$ cat src/mandelbrot_escape_time_colour_assert.svh
// ----------------------------------------------------------------------------
// mandelbrot escape time colour assertion macros
// shared property wrappers, clocked on i_clk and disabled in reset
// ----------------------------------------------------------------------------
`ifndef MANDELBROT_ESCAPE_TIME_COLOUR_ASSERT_SVH
`define MANDELBROT_ESCAPE_TIME_COLOUR_ASSERT_SVH

// same-cycle implication
`define MET_ASSERT_IMP(lbl, ante, cons, msg) \
    lbl: assert property (@(posedge i_clk) disable iff (!i_rst_n) (ante) |-> (cons)) \
        else $error(msg);

// next-cycle implication
`define MET_ASSERT_NXT(lbl, ante, cons, msg) \
    lbl: assert property (@(posedge i_clk) disable iff (!i_rst_n) (ante) |=> (cons)) \
        else $error(msg);

`endif

$ cat src/met_pkg.sv
// ----------------------------------------------------------------------------
// met_pkg
// types, constants and helper functions of the escape time colour block
// ----------------------------------------------------------------------------
package met_pkg;

    localparam int COORD_WIDTH = 32;
    localparam int FRAC_BITS   = 28;
    localparam int CNT_WIDTH   = 7;
    localparam int COL_WIDTH   = 8;
    localparam int PROD_WIDTH  = 2 * COORD_WIDTH;

    localparam logic [CNT_WIDTH-1:0] MAX_ITER_RST = 7'd127;

    // |z|^2 escape bound, 4.0 at double fraction width
    localparam logic [PROD_WIDTH:0] ESC_LIMIT =
        (PROD_WIDTH + 1)'(1) << (2 * FRAC_BITS + 2);

    localparam logic signed [COORD_WIDTH-1:0] COORD_MAX =
        {1'b0, {(COORD_WIDTH - 1){1'b1}}};
    localparam logic signed [COORD_WIDTH-1:0] COORD_MIN =
        {1'b1, {(COORD_WIDTH - 1){1'b0}}};

    typedef logic signed [COORD_WIDTH-1:0]  t_coord;
    typedef logic signed [PROD_WIDTH-1:0]   t_prod;
    typedef logic signed [PROD_WIDTH+1:0]   t_wide;

    typedef struct packed {
        logic signed [COORD_WIDTH-1:0] c_real;
        logic signed [COORD_WIDTH-1:0] c_imag;
    } t_in_req;

    typedef struct packed {
        logic                 in_set;
        logic [CNT_WIDTH-1:0] escape_count;
        logic [COL_WIDTH-1:0] red;
        logic [COL_WIDTH-1:0] green;
        logic [COL_WIDTH-1:0] blue;
    } t_out_rsp;

    typedef struct packed {
        logic                 in_set;
        logic [CNT_WIDTH-1:0] escape_count;
    } t_iter_res;

    typedef struct packed {
        logic busy;
        logic done;
    } t_iter_stat;

    typedef struct packed {
        logic [COL_WIDTH-1:0] red;
        logic [COL_WIDTH-1:0] green;
        logic [COL_WIDTH-1:0] blue;
    } t_rgb;

    // clamp a wide signed sum to the coordinate range
    function automatic t_coord sat_coord(t_wide v);
        logic [PROD_WIDTH-COORD_WIDTH+2:0] top;
        t_coord                            res;
        top = v[PROD_WIDTH+1:COORD_WIDTH-1];
        if ((&top) || !(|top)) begin
            res = v[COORD_WIDTH-1:0];
        end else if (v[PROD_WIDTH+1]) begin
            res = COORD_MIN;
        end else begin
            res = COORD_MAX;
        end
        return res;
    endfunction

    // piecewise red-blue-green-red gradient
    function automatic t_rgb colour_map(logic in_set, logic [CNT_WIDTH-1:0] cnt);
        t_rgb        c;
        logic [10:0] n;
        c = '0;
        n = 11'(cnt);
        if (in_set) begin
            c = '0;
        end else if (cnt == '0) begin
            c.red = 8'd255;
        end else if (cnt inside {[7'd1:7'd15]}) begin
            c.red  = 8'(11'd256 - (n << 4));
            c.blue = 8'((n << 4) - 11'd1);
        end else if (cnt inside {[7'd16:7'd31]}) begin
            c.green = 8'((n - 11'd16) << 4);
            c.blue  = 8'(11'd512 - (n << 4) - 11'd1);
        end else if (cnt inside {[7'd32:7'd63]}) begin
            c.red   = 8'((n - 11'd32) << 3);
            c.green = 8'(11'd512 - (n << 3) - 11'd1);
        end else begin
            c.red = 8'(11'd255 - ((n - 11'd64) << 2));
        end
        return c;
    endfunction

endpackage

$ cat src/met_mul.sv
// ----------------------------------------------------------------------------
// met_mul
// shared signed coordinate multiplier with registered product
// ----------------------------------------------------------------------------
module met_mul
    import met_pkg::*;
(
    input  logic   i_clk,
    input  t_coord i_a,
    input  t_coord i_b,
    output t_prod  o_p
);

    t_prod r_p;
    t_prod n_p;

    assign n_p = t_prod'(i_a) * t_prod'(i_b);

    always_ff @(posedge i_clk) begin
        r_p <= n_p;
    end

    assign o_p = r_p;

endmodule

$ cat src/met_iter.sv
// ----------------------------------------------------------------------------
// met_iter
// escape time sequencer: runs z = z*z + c on the shared multiplier
// ----------------------------------------------------------------------------
`include "mandelbrot_escape_time_colour_assert.svh"

module met_iter
    import met_pkg::*;
(
    input  logic                 i_clk,
    input  logic                 i_rst_n,
    input  logic                 i_start,
    input  t_in_req              i_c,
    input  logic [CNT_WIDTH-1:0] i_max_iter,
    input  logic                 i_take,
    output t_iter_stat           o_stat,
    output t_iter_res            o_res
);

    localparam logic [2:0] S_IDLE = 3'd0;
    localparam logic [2:0] S_TEST = 3'd1;
    localparam logic [2:0] S_SQR  = 3'd2;
    localparam logic [2:0] S_SQI  = 3'd3;
    localparam logic [2:0] S_CRS  = 3'd4;
    localparam logic [2:0] S_UPD  = 3'd5;
    localparam logic [2:0] S_DONE = 3'd6;

    logic [2:0]                r_state;
    logic [CNT_WIDTH-1:0]      r_n;
    logic                      r_in_set;
    logic [CNT_WIDTH-1:0]      r_count;
    t_coord                    r_cr;
    t_coord                    r_ci;
    t_coord                    r_zr;
    t_coord                    r_zi;
    t_prod                     r_sr;
    logic [PROD_WIDTH:0]       r_mag;
    logic signed [PROD_WIDTH:0] r_dr;

    t_coord mul_a;
    t_coord mul_b;
    t_prod  w_p;
    t_wide  re_sum;
    t_wide  im_sum;
    t_coord n_zr;
    t_coord n_zi;
    logic   escape;
    logic   repeat_hit;

    met_mul u_mul (
        .i_clk (i_clk),
        .i_a   (mul_a),
        .i_b   (mul_b),
        .o_p   (w_p)
    );

    always_comb begin
        case (r_state)
            S_SQR: begin
                mul_a = r_zr;
                mul_b = r_zr;
            end
            S_SQI: begin
                mul_a = r_zi;
                mul_b = r_zi;
            end
            default: begin
                mul_a = r_zr;
                mul_b = r_zi;
            end
        endcase
    end

    assign re_sum     = t_wide'(r_dr >>> FRAC_BITS) + t_wide'(r_cr);
    assign im_sum     = t_wide'(w_p >>> (FRAC_BITS - 1)) + t_wide'(r_ci);
    assign n_zr       = sat_coord(re_sum);
    assign n_zi       = sat_coord(im_sum);
    assign escape     = r_mag > ESC_LIMIT;
    assign repeat_hit = (n_zr == r_cr) && (n_zi == r_ci);

    always_ff @(posedge i_clk) begin
        if (!i_rst_n) begin
            r_state  <= S_IDLE;
            r_n      <= '0;
            r_in_set <= 1'b0;
            r_count  <= '0;
        end else begin
            case (r_state)
                S_IDLE: begin
                    if (i_start) begin
                        r_n     <= '0;
                        r_state <= S_TEST;
                    end
                end
                S_TEST: begin
                    if (r_n >= i_max_iter) begin
                        r_in_set <= 1'b1;
                        r_count  <= '0;
                        r_state  <= S_DONE;
                    end else begin
                        r_state <= S_SQR;
                    end
                end
                S_SQR: begin
                    r_state <= S_SQI;
                end
                S_SQI: begin
                    r_state <= S_CRS;
                end
                S_CRS: begin
                    r_state <= S_UPD;
                end
                S_UPD: begin
                    if (escape) begin
                        r_in_set <= 1'b0;
                        r_count  <= r_n;
                        r_state  <= S_DONE;
                    end else if (repeat_hit) begin
                        r_in_set <= 1'b1;
                        r_count  <= '0;
                        r_state  <= S_DONE;
                    end else begin
                        r_n     <= r_n + 1'b1;
                        r_state <= S_TEST;
                    end
                end
                S_DONE: begin
                    if (i_take) begin
                        r_state <= S_IDLE;
                    end
                end
                default: begin
                    r_state <= S_IDLE;
                end
            endcase
        end
    end

    // datapath registers
    always_ff @(posedge i_clk) begin
        if (r_state == S_IDLE && i_start) begin
            r_cr <= i_c.c_real;
            r_ci <= i_c.c_imag;
            r_zr <= i_c.c_real;
            r_zi <= i_c.c_imag;
        end else if (r_state == S_UPD) begin
            r_zr <= n_zr;
            r_zi <= n_zi;
        end
        if (r_state == S_SQI) begin
            r_sr <= w_p;
        end
        if (r_state == S_CRS) begin
            r_mag <= (PROD_WIDTH + 1)'($unsigned(r_sr)) + (PROD_WIDTH + 1)'($unsigned(w_p));
            r_dr  <= (PROD_WIDTH + 1)'(r_sr) - (PROD_WIDTH + 1)'(w_p);
        end
    end

    assign o_stat.busy       = (r_state != S_IDLE);
    assign o_stat.done       = (r_state == S_DONE);
    assign o_res.in_set      = r_in_set;
    assign o_res.escape_count = r_count;

    `MET_ASSERT_IMP(a_start_idle, i_start, r_state == S_IDLE, "start while busy")
    `MET_ASSERT_IMP(a_inset_zero, r_state == S_DONE && r_in_set, r_count == '0,
        "in-set result with nonzero count")
    `MET_ASSERT_NXT(a_upd_next, r_state == S_UPD,
        r_state == S_TEST || r_state == S_DONE, "bad state after update")
    `MET_ASSERT_NXT(a_done_hold, r_state == S_DONE && !i_take,
        r_state == S_DONE && $stable(r_count) && $stable(r_in_set),
        "result lost before take")

endmodule

$ cat src/mandelbrot_escape_time_colour.sv
// ----------------------------------------------------------------------------
// mandelbrot_escape_time_colour
// escape time evaluation of one complex point with gradient colour output
// ----------------------------------------------------------------------------
// usage:
//  input channel i_in_valid / o_in_stall / i_in_data carries one point c
//  (Q3.28 real and imaginary parts); a request is taken when valid is high
//  and stall is low. output channel o_out_valid / i_out_stall / o_out_data
//  carries in_set, escape_count and the red, green, blue colour.
//  i_cfg_we / i_cfg_data write the iteration limit max_iter; the user must
//  write it only when idle, which the block does not enforce. each iteration
//  steps through test, two squares, cross product and update on the one
//  shared 32x32 multiplier; a point ends when it escapes, when it returns to
//  c, or when it reaches the limit max_iter (127 after reset).
//  one point is in flight at a time; o_in_stall is high while it runs and
//  drops as its result moves into the output register.
//  a finished point holds in the sequencer until the output register is free.
//  reset (synchronous, active low) empties the block and sets max_iter 127.
// ----------------------------------------------------------------------------
module mandelbrot_escape_time_colour
    import met_pkg::*;
(
    input  logic                 i_clk,
    input  logic                 i_rst_n,
    input  logic                 i_in_valid,
    output logic                 o_in_stall,
    input  t_in_req              i_in_data,
    output logic                 o_out_valid,
    input  logic                 i_out_stall,
    output t_out_rsp             o_out_data,
    input  logic                 i_cfg_we,
    input  logic [CNT_WIDTH-1:0] i_cfg_data
);

    logic [CNT_WIDTH-1:0] r_max_iter;
    logic                 r_out_valid;
    t_out_rsp             r_out_data;
    t_out_rsp             n_out_data;

    t_iter_stat stat;
    t_iter_res  res;
    t_rgb       rgb;
    logic       start;
    logic       take;

    assign start = i_in_valid && !stat.busy;
    assign take  = stat.done && (!r_out_valid || !i_out_stall);

    met_iter u_iter (
        .i_clk      (i_clk),
        .i_rst_n    (i_rst_n),
        .i_start    (start),
        .i_c        (i_in_data),
        .i_max_iter (r_max_iter),
        .i_take     (take),
        .o_stat     (stat),
        .o_res      (res)
    );

    assign rgb = colour_map(res.in_set, res.escape_count);

    always_comb begin
        n_out_data.in_set       = res.in_set;
        n_out_data.escape_count = res.escape_count;
        n_out_data.red          = rgb.red;
        n_out_data.green        = rgb.green;
        n_out_data.blue         = rgb.blue;
    end

    always_ff @(posedge i_clk) begin
        if (!i_rst_n) begin
            r_max_iter  <= MAX_ITER_RST;
            r_out_valid <= 1'b0;
        end else begin
            if (i_cfg_we) begin
                r_max_iter <= i_cfg_data;
            end
            if (take) begin
                r_out_valid <= 1'b1;
            end else if (!i_out_stall) begin
                r_out_valid <= 1'b0;
            end
        end
    end

    always_ff @(posedge i_clk) begin
        if (take) begin
            r_out_data <= n_out_data;
        end
    end

    assign o_in_stall  = stat.busy;
    assign o_out_valid = r_out_valid;
    assign o_out_data  = r_out_data;

endmodule
$ cat config.mk
export PLATFORM = sky130hd
export DESIGN_NAME = mandelbrot_escape_time_colour
export DESIGN_NICKNAME = d
export VERILOG_FILES = /design/src/met_pkg.sv /design/src/met_mul.sv /design/src/met_iter.sv /design/src/mandelbrot_escape_time_colour.sv
export VERILOG_INCLUDE_DIRS = /design/src /design/src/src
export SDC_FILE = /design/constraint.sdc
export NUM_CORES = 2
export LEC_CHECK = 0
export BUFFER_PORTS_ARGS = -buffer_cell sky130_fd_sc_hd__buf_2
export CAP_MARGIN = 20
export CORE_ASPECT_RATIO = 1.5
export CORE_MARGIN = 2
export CORE_UTILIZATION = 60
export DETAILED_ROUTE_END_ITERATION = 7
export PLACE_DENSITY_LB_ADDON = 0.25
export REMOVE_ABC_BUFFERS = 1
export SLEW_MARGIN = 15
export SYNTH_ARGS = -nofsm -noshare
export SYNTH_HDL_FRONTEND = slang
export SYNTH_SLANG_ARGS = --single-unit
$ cat constraint.sdc
create_clock -name i_clk -period 18.1 [get_ports i_clk]
set_input_delay 3.62 -clock i_clk [delete_from_list [all_inputs] [get_ports i_clk]]
set_output_delay 3.62 -clock i_clk [all_outputs]
set_load 0.02 [all_outputs]
* Yosys cells after proc, flatten, opt, wreduce, memory -nomap -nowiden
Index checks and enable logic that the tools add are counted.
** Word-level totals
- Word-level logic and storage cells :: 129
- Latch bits :: 0
- Memory bits (writable) :: 0
- ROM bits :: 0
- Memories :: 0
- Register bits after elaboration :: 444
- Input port bits :: 76
** Operators by class
- Mux-type cells :: 38
- Shifts and indexed selects :: 0
- $lt $le $gt $ge :: 8
- Bitwise operators :: 1
- Divide/modulo/power cells :: 0
- $add $sub $neg :: 15
- Reductions and logical operators :: 31
- Equal/unequal tests :: 15
- $mul :: 1
** Operators with widths (count)
- $mux 32 :: 10
- $add 37x32->38 :: 2
- $reduce_and 35->1 :: 2
- $reduce_or 35->1 :: 2
- $add 64x64->65 :: 1
- $gt 65x59->1 const B :: 1
- $sub 64x64->65 :: 1
- $eq 32x32->1 :: 2
- $mul 32x32->64 :: 1
- $mux 8 :: 8
- $mux 7 :: 6
- $sub 1x8->8 const A :: 4
- $pmux 7 s2 :: 2
- $sub 8x1->8 const B :: 3
- $pmux 3 s7 :: 1
- $mux 3 :: 5
- $eq 3x3->1 const B :: 3
- $ne 2x1->1 const B :: 4
- $add 7x1->7 const B :: 1
- $ge 7x1->1 const B :: 1
- $ge 7x5->1 const B :: 1
- $ge 7x6->1 const B :: 1
- $ge 7x7->1 :: 1
- $le 7x4->1 const B :: 1
- other kinds (25) :: 45

* Logic depth before layout (Yosys ltp)
- Word-level depth :: 10
- Mapped depth :: 42
- Gate-level depth less buffers :: 38

* Modules after synthesis
A second synthesis with hierarchy kept.
** Second synthesis, totals
- Cells, all modules :: 6651
- Area, all modules :: 62964.1 um2
** By module, submodules not included
- met_mul :: cells an instance 3951, times used 1, area each 37543.5 um2
- met_iter :: cells an instance 2542, times used 1, area each 23615.1 um2
- mandelbrot_escape_time_colour :: cells an instance 158, times used 1, area each 1805.5 um2

* Least setup slack after synthesis
Ideal clock, no wire load.
- Path kind :: reg2reg
- Start point :: register u_iter.r_state[0]
- End point :: register u_iter.u_mul.r_p[62] (netlist: u_iter.u_mul.o_p[62])
- Slack :: 6.746 ns
- Buffers on the path :: 5
- Arrival :: 11.282 ns
- Period minus slack after synthesis :: 11.354 ns
- Setup time :: 0.072 ns
- Stages on the path, launching flop included :: 34
- Path through :: dfxtp_1 > clkbuf_1 > nand3_1 > clkinv_1 > buf_1 > clkbuf_1 > buf_1 > o22ai_1 > fa_1 > fa_1 > fa_1 > inv_1 > fa_1 > fa_1 > fa_1 > fa_1 > fa_1 > ha_1 > clkbuf_1 > a311o_1 > o21ai_0 > a21oi_1 > a211oi_1 > a22o_1 > o41ai_1 > a221oi_1 > a21oi_1 > a41o_1 > o41a_1 > a21oi_1 > o21ai_0 > a41o_1 > a21oi_1 > xnor2_1
** Between the ends
- Cells in the longest elaborated chain, start to end :: 3
** RTL lines
- start, declared :: line met_iter.sv:28 : logic [2:0] r_state;
- start signal, assigned :: line met_iter.sv:83 : r_state <= S_IDLE;
- start signal, assigned :: line met_iter.sv:92 : r_state <= S_TEST;
- start signal, assigned :: line met_iter.sv:99 : r_state <= S_DONE;
- $eq 3x2->1 :: line met_iter.sv:58 : case (r_state)
- $mux 32 :: line met_iter.sv:58
- $mul 32x32->64 * :: line met_mul.sv:17 : assign n_p = t_prod'(i_a) * t_prod'(i_b);
- net u_iter.u_mul.n_p[62] :: line met_mul.sv:15 : t_prod n_p;
- end signal, assigned :: line met_mul.sv:20 : r_p <= n_p;
- end, declared :: line met_mul.sv:14 : t_prod r_p;
The timed path passes the listed nets; every way through them passes the cells marked *.
A chain may end at the register's enable or synchronous reset.

* Final worst setup path
- Start point :: register u_iter.r_state[1]
- End point :: register u_iter.u_mul.r_p[62] (netlist: u_iter.u_mul.o_p[62])
The elaborated chain is that of the path after synthesis.

==> out/metrics.csv <==
stage,metric,value,unit
hold_path,min_path_type,register to register,
floorplan,io_pins,110,
synthesis,synth_edf_count,320,
sta,hold_viol,0,
clock_tree,postCtsSetupBuffers,0,
setup_path,worst-path-buf-inv,9,
sta,rsz0062_at_grt,false,
floorplan,die_area,0.105,mm2
clock_tree,cts_sinks,410,
cells_and_area,n_fill_cell,8400,
sta,timing.final.max_slew_violations,0,
synthesis,synthArstFlopShare,0,
global_route,grt_max_degree,92,
synthesis,synthFlopType,edfxtp_1,
detailed_routing,wl_per_cell,26.5,um
clock_tree,ctsHoldBuffers,0,
sta,finalSetupTns,0,ns
setup_path,crit_fanout,53,
clock_tree,clk_latency,0.60,ns
global_route,first_global_vias,52000,
global_route,grtUsageTotal,0.406,
clock_tree,clkTransAtPathRegs,0.07,ns
sta,finClkSkew,0.0603,ns
clock_tree,ctsResizeCount,0,
cells_and_area,final_common_cell,inv_1,
floorplan,core,0.101,mm2
synthesis,netlist_instances,6601,
synthesis,synth-simple-area-share,0.138,
cells_and_area,layout_common_cells,"inv_1 (1163), fa_1 (1085), nor2_1 (793)",
setup_path,critical_path_class,register to register,
cells_and_area,multi_input_area,0.0447,mm2
placed_design,hpwl,164000,um
setup_path,cp_top_family,adder cells,
cells_and_area,drive_above_1_share,0.0602,
synthesis,synth_mux_area_frac,0.0195,
global_route,antenna_found_initial,6,
floorplan,die_h,395,um
setup_path,critPathRequiredTime,18.58,ns
synthesis,synth_area,0.0613,mm2
synthesis,post_synth_num_cell_types,96,
floorplan,die_x,265,um
synthesis,yosys.area_share.adder,0.435,
detailed_routing,drtAntennaViolNets,0,
cells_and_area,register_area,0.0114,mm2
cells_and_area,final_util,0.641,
sta,slew_headroom,0.223,
setup_path,critPathMaxStageDelay,0.85,ns
cells_and_area,area_growth,5.96,%
detailed_routing,drtPass1Iterations,6,
clock_tree,cts_buffer_depth,3,
sta,setup_violations,0,
synthesis,ys_ff_latch,410,
setup_path,ff2ff_setup_slack,5.80,ns
synthesis,synth_compound_area_frac,0.0970,
global_route,overflow,0,
detailed_routing,route.detailed.drc,0,
sta,timing.fmax,81.3,MHz
synthesis,synth_top_family_by_area,adder cells,
detailed_routing,drtIter0Drc,4791,
detailed_routing,vias,49600,
cells_and_area,final_nets,8157,
floorplan,rows,143,
clock_tree,cts_tree,built,
clock_tree,cts_root_buffer,clkbuf_16,
setup_path,cp_common_cell,fa_1,
setup_path,cp_data_arrival_time,12.78,ns
setup_path,r2r_cells,37,
setup_path,start_kind,register,
synthesis,yosysWarningCount,0,
setup_path,cp-end-kind,register,
synthesis,ys_seq_area_frac,0.186,
floorplan,start_util,0.605,
synthesis,synthXorXnorAreaFrac,0.0352,
clock_tree,cts_inserted_buffers,40,
clock_tree,cts_max_level,2,
global_route,grt_pass1_wl,312000,um
sta,hold_ws,0.465,ns
setup_path,cp.depth,37,
setup_path,cpMaxStageDelayCell,o41ai_1,
sta,worstMarginPinSlew,1.16,ns
flow_run,cap_viol_max_count,0,
hold_path,min_path_cells,0,
status,status,finished clean,
sta,post-route-period-util,0.680,
detailed_routing,wl,210000,um
detailed_routing,viasPerCell,6.25,
placed_design,routabilityCongestion,1.04,
sta,period_needed,12.30,ns
placed_design,numPortBuffers,109,
synthesis,synth.avg_cell_area,9.29,um2
[per-layer routing]
layer	GRT usage	vias to the layer above	wire (um)
met5	0	-	13
met4	0.351	2	22900
met3	0.0886	1072	20900
met2	0.662	3020	97900
met1	0.452	24600	68400
li1	-	20900	-
[per-stage QoR]
step           setup slack [ns]  instance area (um2)  std cells
2_1_floorplan              4.19                60200       6334
3_3_place_gp               6.12                63500       7857
3_5_place_dp               5.95                63500       7860
4_1_cts                    5.94                64900       7933
5_1_grt                    5.15                64900       7935
6_report                   5.80                65000       7937
[cell type report]
cell class	instances	share of cell area
sequential	410	0.176
clock inverter	20	0.00428
clock buffer	53	0.0171
timing repair buffer	223	0.0218
multi-input combinational	4757	0.688
inverter	1167	0.0676
antenna	2	0.0000771
tap	1305	0.0251
[logic make-up after synthesis]
logic type,count (synthesis)
AOI/OAI and AO/OA,925
adders and majority gates,1482
buffers and inverters,1434
and+or+nand+nor,1990
DFF,410
xor gates and xnor gates,245
muxes,115
[registers in the layout, indices dropped and copies added, names as in the netlist, 7 cells and up]
register          cells
u_iter.r_count        7
u_iter.r_sr          64
u_iter.r_dr          37
u_iter.r_zi          32
u_iter.r_ci          32
u_iter.u_mul.o_p     64
u_iter.r_zr          32
o_out_data           26
u_iter.r_cr          32
r_max_iter            7
u_iter.r_mag         65
u_iter.r_n            7
[synthesized netlist by cell type (10+ instances only)]
cell	number	area, um2
a21o_1	78	586
xnor2_1	169	1480
mux2_2	34	383
ha_1	397	4970
dfxtp_1	90	1800
nor2_1	795	2980
a211oi_1	28	210
inv_1	1163	4370
o21bai_1	50	375
o21ai_0	175	876
and3_1	35	219
a31oi_1	23	144
nand3b_1	15	113
buf_1	24	90.1
nand2b_1	35	219
nand2_1	789	2960
mux2i_1	80	801
a21oi_1	306	1530
nand4_1	39	244
o22a_1	23	201
a221oi_1	17	149
and2_1	17	106
o211ai_1	23	173
a21boi_0	11	82.6
nor2b_1	37	231
clkbuf_1	226	848
a2111oi_0	10	87.6
or3_1	18	113
nor4_1	37	231
nand3_1	59	295
o21ai_1	14	70.1
nor3_1	65	325
o22ai_1	22	138
o31ai_1	13	97.6
xor2_1	75	657
o21a_1	32	240
edfxtp_1	320	9610
fa_1	1085	21700
[worst paths after layout]
check,start,endpoint
worst max-delay path,u_iter.r_state[1],u_iter.u_mul.o_p[62]
worst min register to register,u_iter.u_mul.o_p[5],u_iter.r_sr[5]
worst min-delay path,u_iter.u_mul.o_p[5],u_iter.r_sr[5]
worst max register to register,u_iter.r_state[1],u_iter.u_mul.o_p[62]
Power is not shown: default switching activity piles up to over one toggle a cycle in this logic, so the estimate is an artifact.
